===== src/rtl/core/gcm_pkg.sv =====
// Package: constants, types and codes of the gamma coincidence matrix unit.
package gcm_pkg;

  localparam int MAX_HITS   = 64;
  localparam int HIT_IDX_W  = $clog2(MAX_HITS);
  localparam int KEPT_CNT_W = $clog2(MAX_HITS + 1);
  localparam int BINS       = 2048;
  localparam int BIN_W      = $clog2(BINS);
  localparam int ADDR_W     = 2 * BIN_W;
  localparam int COUNT_BITS = 32;
  localparam int OUT_W      = 32;

  localparam logic [15:0] ENERGY_LOW_RST  = 16'd320;
  localparam logic [15:0] ENERGY_HIGH_RST = 16'd24000;
  localparam logic [15:0] TIME_LOW_RST    = 16'hD8F0;
  localparam logic [15:0] TIME_HIGH_RST   = 16'hFF6A;
  localparam logic [15:0] WINDOW_RST      = 16'd200;
  localparam logic [3:0]  SHIFT_RST       = 4'd4;
  localparam logic [11:0] BINS_USE_RST    = 12'd1500;

  typedef enum logic [2:0] {
    CFG_ENERGY_LOW  = 3'd0,
    CFG_ENERGY_HIGH = 3'd1,
    CFG_TIME_LOW    = 3'd2,
    CFG_TIME_HIGH   = 3'd3,
    CFG_WINDOW      = 3'd4,
    CFG_BIN_SHIFT   = 3'd5,
    CFG_BINS_IN_USE = 3'd6,
    CFG_UNUSED      = 3'd7
  } cfg_idx_t;

  typedef enum logic [1:0] {
    REQ_HIT   = 2'd0,
    REQ_READ  = 2'd1,
    REQ_CLEAR = 2'd2,
    REQ_NONE  = 2'd3
  } req_t;

  typedef enum logic [2:0] {
    ST_CLR,
    ST_IDLE,
    ST_SCAN,
    ST_BRD,
    ST_BWR,
    ST_STORE,
    ST_RD,
    ST_ROUT
  } state_t;

  typedef struct packed {
    logic        [15:0] energy;
    logic signed [15:0] hit_time;
  } hit_t;

  typedef struct packed {
    logic                  we;
    logic [ADDR_W-1:0]     waddr;
    logic [COUNT_BITS-1:0] wdata;
    logic [ADDR_W-1:0]     raddr;
  } mem_ctl_t;

endpackage


===== src/rtl/core/gcm_cell.sv =====
// One kept-hit cell of the rotating hit ring.
module gcm_cell (
  input  logic          clk,
  input  logic          shift_en,
  input  logic          load_en,
  input  gcm_pkg::hit_t load_d,
  input  gcm_pkg::hit_t next_d,
  output gcm_pkg::hit_t q
);

  gcm_pkg::hit_t q_r;

  always_ff @(posedge clk) begin
    if (load_en) begin
      q_r <= load_d;
    end else if (shift_en) begin
      q_r <= next_d;
    end
  end

  assign q = q_r;

endmodule


===== config.mk =====
export PLATFORM = sky130hd
export DESIGN_NAME = gcm_cell
export DESIGN_NICKNAME = d
export VERILOG_FILES = /design/src/rtl/core/gcm_pkg.sv /design/src/rtl/core/gcm_cell.sv
export SDC_FILE = /design/constraint.sdc
export NUM_CORES = 1
export LEC_CHECK = 0
export ABC_CLOCK_PERIOD_IN_PS = 1470
export BUFFER_PORTS_ARGS = -buffer_cell sky130_fd_sc_hd__buf_4
export CORE_ASPECT_RATIO = 0.6
export CORE_MARGIN = 3
export CORE_UTILIZATION = 37
export CTS_CLUSTER_SIZE = 20
export DETAILED_ROUTE_END_ITERATION = 12
export PLACE_DENSITY = 0.73
export SLEW_MARGIN = 15
export SYNTH_ARGS = -nofsm -noshare
export SYNTH_HDL_FRONTEND = slang
export SYNTH_SLANG_ARGS = --single-unit

===== constraint.sdc =====
create_clock -name clk -period 1.47 [get_ports clk]
set_input_delay 0.0735 -clock clk [delete_from_list [all_inputs] [get_ports clk]]
set_output_delay 0.0735 -clock clk [all_outputs]
set_load 0.01 [all_outputs]

==> flow_summary.json, run 1 <==
{
  "netlist_top_cells_area": "edfxtp_1 (64%), mux2_4 (29%), buf_12 (4.0%), mux2_2 (2.2%), buf_6 (0.75%)",
  "crit_fanout": 1,
  "die_h_um": 55.4,
  "dr_total_vias": 1015,
  "yosys_warnings": 0,
  "drt-total-wl_um": 3200,
  "path_class": "reg -> out",
  "start_kind": "flop",
  "first_pass_iters": 4,
  "path_buf_inv": 1,
  "grt_pass1_vias": 1016,
  "largest_reg_flops": 32,
  "synth_seq_cells": 32,
  "dp_hpwl_um": 2520,
  "rsz0062_at_grt": "no",
  "hold_violations": 0,
  "fillers": 297,
  "fp.dieW_um": 88.4,
  "cts_made_buffers": 5,
  "gp_congestion": 0.715,
  "syn_avg_cell_area_um2": 21.9,
  "cts_htree_levels": 2,
  "nets": 241,
  "postSynthCellCount": 69,
  "clock-root-buffer": "clkbuf_8",
  "fin_util": 0.628,
  "io_buffers": 98,
  "clock_path_buffers": 2,
  "grt_start_max_net_pins": 20,
  "register_area_um2": 961,
  "wl_met1_um": 1210,
  "path_clk_slew_ns": 0.06,
  "final_cell_mix": "buf_4 (99), edfxtp_1 (32), mux2_4 (29), clkbuf_8 (5)",
  "antenna_found_initial": 0,
  "dr_wl_met3_um": 521,
  "crit_family": "flip-flops",
  "antenna_cells": 0,
  "synthDistinctLibCells": 6,
  "crit_chain": "buf_4",
  "top_layer": "met4",
  "netlist_area_mm2": 0.00151,
  "hp-class": "in -> reg",
  "multiInputGateArea_um2": 475,
  "core_area_mm2": 0.00379,
  "die_area_mm2": 0.00490,
  "synthesis.nets": 136,
  "drt_iter0_drc": 31,
  "drc": 0,
  "outcome": "complete, no violations",
  "rows": 17,
  "setup_violations": 0,
  "grt_first_pass_wirelength_um": 4830,
  "met2WireLength_um": 1390,
  "critPathMaxStageDelay_ns": 0.38,
  "ir_worst_vdd_v": 0.000519,
  "synth_top_area_frac": 0.637,
  "ctsHoldBuffers": 0,
  "drive_gt1_frac": 0.810,
  "avgViaCountPerCell": 4.59,
  "cts_resized": 0,
  "period_share": 0.603,
  "yosysTopAreaCell": "edfxtp_1",
  "final.min_clock_period_ns": 0.886,
  "cts_tree": "done",
  "crit_arrival_ns": 0.81,
  "tightest_slew_ns": 0.309,
  "grt_usage": 0.134,
  "cp_slowest_cell": "edfxtp_1",
  "final_common_cell": "buf_4",
  "grt_overflow": 0,
  "ioPinCount": 99,
  "finalSetupTns_ns": 0,
  "final_antenna_net_count": 0,
  "post_cts_buffers": 0,
  "required_ns": 1.40,
  "syn_to_final_growth_pct": 57.6,
  "clkSinkCount": 32,
  "static-leakage-power_nw": 1.12,
  "slew-limit-headroom": 0.794,
  "ys_seq_area_frac": 0.637,
  "crit_path_end_kind": "primary output",
  "drv_cap": 0,
  "slew_violations": 0,
  "max_freq_mhz": 1130,
  "initial_core_util": 0.398,
  "powerDensity_mw_per_mm2": 959,
  "wire_per_inst_um": 14.5
}
final cells by class:
class,count,share of cell area
flip-flops and latches,32,0.404
repair buffers,102,0.338
multi-input cells,33,0.200
clock inverters,1,0.00211
well taps,47,0.0247
clock buffers,6,0.0305
power by group:
group,internal (mW),switching (mW),leakage (nW)
Sequential,1.12,0.0267,0.326
Clock,0.321,0.299,0.0410
Combinational,0.339,0.173,0.757
Total,1.78,0.498,1.12
metrics by stage:
step                worst slack, ns  instances  power [mW]  hold slack (ns)  cell area (um^2)
floorplan                     0.283         69        1.38            0.291              1510
global placement              0.313        214        1.68            0.374              2300
detailed placement            0.288        214        1.69            0.377              2300
CTS                           0.564        221        2.31           0.0823              2380
global route                  0.546        221        2.38           0.0815              2380
finish                        0.584        221        2.28           0.0915              2380
final timing paths:
| check | start | to | slack, ns | cells past startpoint |
|---|---|---|---|---|
| worst max-delay path | q[30] | q[30] | 0.58 | 1 |
| worst min-delay path | load_d[15] | q[15] | 0.09 | 2 |
layer usage:
metal,global-route usage,vias to the layer above
met5,0,-
met4,0.0754,0
met3,0.0760,7
met2,0.192,73
met1,0.156,460
li1,-,475
cells in the mapped netlist:
cell and instances:
buf_12 3, buf_6 1, edfxtp_1 32, mux2_2 3, mux2_4 29, or2_1 1
logic make-up after synthesis:
logic type	after synthesis	share of synthesized area
buf+inv	4	0.0473
flops	32	0.637
mux	32	0.311
simple gates	1	0.00415
Power figures use the tool's default switching activity.
==> run 2: changes to the inputs <==
--- a/config.mk
+++ b/config.mk
@@ -5,14 +5,14 @@
 export SDC_FILE = /design/constraint.sdc
 export NUM_CORES = 1
 export LEC_CHECK = 0
-export ABC_CLOCK_PERIOD_IN_PS = 1470
+export ABC_CLOCK_PERIOD_IN_PS = 850
 export BUFFER_PORTS_ARGS = -buffer_cell sky130_fd_sc_hd__buf_4
 export CORE_ASPECT_RATIO = 0.6
 export CORE_MARGIN = 3
-export CORE_UTILIZATION = 37
+export CORE_UTILIZATION = 41
 export CTS_CLUSTER_SIZE = 20
 export DETAILED_ROUTE_END_ITERATION = 12
-export PLACE_DENSITY = 0.73
+export PLACE_DENSITY = 0.76
 export SLEW_MARGIN = 15
 export SYNTH_ARGS = -nofsm -noshare
 export SYNTH_HDL_FRONTEND = slang
==> constraint.sdc (replaced) <==
create_clock -name clk -period 0.85 [get_ports clk]
set_input_delay 0.0425 -clock clk [delete_from_list [all_inputs] [get_ports clk]]
set_output_delay 0.0425 -clock clk [all_outputs]
set_load 0.01 [all_outputs]
==> flow_summary.json, run 2 (same netlist as run 1, synthesis figures left out) <==
{
  "wire_per_inst_um": 15.4,
  "avgViaCountPerCell": 4.50,
  "fin_util": 0.717,
  "die_area_mm2": 0.00446,
  "hold_path_end": "q[26]",
  "fillers": 233,
  "path_buf_inv": 1,
  "fp.dieW_um": 84.3,
  "start_kind": "flop",
  "stdcell_count": 219,
  "violations": "setup timing",
  "dp_hpwl_um": 2560,
  "drv_cap": 0,
  "max_freq_mhz": 1180,
  "crit_arrival_ns": 0.81,
  "post_cts_buffers": 0,
  "register_area_um2": 961,
  "grt_first_pass_wirelength_um": 4820,
  "dpl.cell_count": 211,
  "rsz0062_at_grt": "yes",
  "io_buffers": 98,
  "crit_fanout": 1,
  "syn_to_final_growth_pct": 60.8,
  "setup_violations": 1,
  "multiInputGateArea_um2": 478,
  "combPwrFrac": 0.233,
  "antenna_cells": 0,
  "period_share": 1.00,
  "cts_made_buffers": 5,
  "antenna_found_initial": 0,
  "final_area_mm2": 0.00242,
  "final.min_clock_period_ns": 0.850,
  "timing.final.ws_setup_ns": -0.000117,
  "grt_pass1_vias": 1021,
  "ioPinCount": 99,
  "clock_path_buffers": 2,
  "p_sw_mw": 0.887,
  "grtUsageMet2": 0.243,
  "met3_usage": 0.0840,
  "largest_reg_flops": 32,
  "rows": 16,
  "drc": 0,
  "initial_core_util": 0.446,
  "drt_iter0_drc": 22,
  "grt-busiest-layer": "met2",
  "outcome": "finished, violations left",
  "clkSinkCount": 32,
  "switching_share": 0.220,
  "crit_family": "flip-flops",
  "grt_usage": 0.145,
  "power.share.clock": 0.270,
  "tightest_slew_ns": 0.443,
  "path_clk_slew_ns": 0.07,
  "hold_violations": 0,
  "first_pass_iters": 4,
  "crit_chain": "buf_6",
  "post-place-ws_ns": -0.0979,
  "hold_start": "load_d[26]",
  "grt_util_met1": 0.160,
  "internal_power_mw": 3.15,
  "core_area_mm2": 0.00338,
  "critPathMaxStageDelay_ns": 0.39,
  "powerDensity_mw_per_mm2": 1660,
  "cp_slowest_cell": "edfxtp_1",
  "ctsHoldBuffers": 0,
  "drt-total-wl_um": 3370,
  "crit_path_end_kind": "primary output",
  "grt_overflow": 0,
  "grt_start_max_net_pins": 33,
  "placed_area_mm2": 0.00227,
  "path_class": "reg -> out",
  "final_antenna_net_count": 0,
  "gp_congestion": 0.768,
  "final_common_cell": "buf_4",
  "clock-root-buffer": "clkbuf_8",
  "dr_total_vias": 986,
  "drive_gt1_frac": 0.799,
  "seqPwrFrac": 0.497,
  "die_h_um": 53.0,
  "ir_worst_vdd_v": 0.00115,
  "slew_violations": 0,
  "hp-class": "in -> reg",
  "static-leakage-power_nw": 1.14,
  "slew-limit-headroom": 0.705,
  "min_path_cells": 2,
  "cts_tree": "done",
  "required_ns": 0.81,
  "nets": 240,
  "cts_htree_levels": 2,
  "final_cell_mix": "buf_4 (79), edfxtp_1 (32), mux2_4 (29), buf_6 (21), clkbuf_8 (5)"
}
==> run 2: final cells by class <==
type	instances	area share
clock buffer	7	0.0315
clock inverter	1	0.00155
multi-input combinational	33	0.197
sequential	32	0.396
tap	45	0.0232
timing repair buffer	101	0.350
==> run 2: layer usage <==
metal / part of all wire / wire, um
met1: 0.36 / 1210
met2: 0.50 / 1700
met3: 0.13 / 437
met4: 0.0059 / 20
met5: 0 / 0
==> run 2: worst max path at each step <==
| stage | startpoint | endpoint | slack (ns) | cells after the start |
|---|---|---|---|---|
| finish | q[26] | q[26] | -0.0001 | 1 |
| global route | q[1] | q[1] | -0.04 | 1 |
| CTS | q[31] | q[31] | -0.007 | 1 |
| detailed placement | load_en | q[10] | -0.1 | 3 |
| global placement | load_en | q[12] | -0.08 | 2 |
| floorplan | load_en | q[0] | -0.09 | 3 |
==> run 2: through the flow <==
stage / setup TNS [ns] / hold slack (ns) / total power, mW
floorplan: -2.95 / 0.260 / 2.40
global placement: -4.60 / 0.343 / 2.88
detailed placement: -5.41 / 0.346 / 2.90
CTS: -0.0191 / 0.0556 / 4.00
global route: -0.428 / 0.0550 / 4.20
finish: -0.000117 / 0.0625 / 4.04
==> run 2: power groups by stage <==
stage          Sequential [mW]  Combinational [mW]  Clock [mW]
2_1_floorplan             2.11               0.287           0
4_1_cts                   1.99               0.896        1.11
3_3_place_gp              2.01               0.869           0
6_report                  2.01               0.941        1.09
3_5_place_dp              2.02               0.885           0
5_1_grt                   2.03               0.997        1.18
==> run 2: timing repair <==
action	4_1_cts	5_1_grt
endpoints found under the hold margin	0	0
resized for setup	3	18
endpoints found under the setup margin	5	24
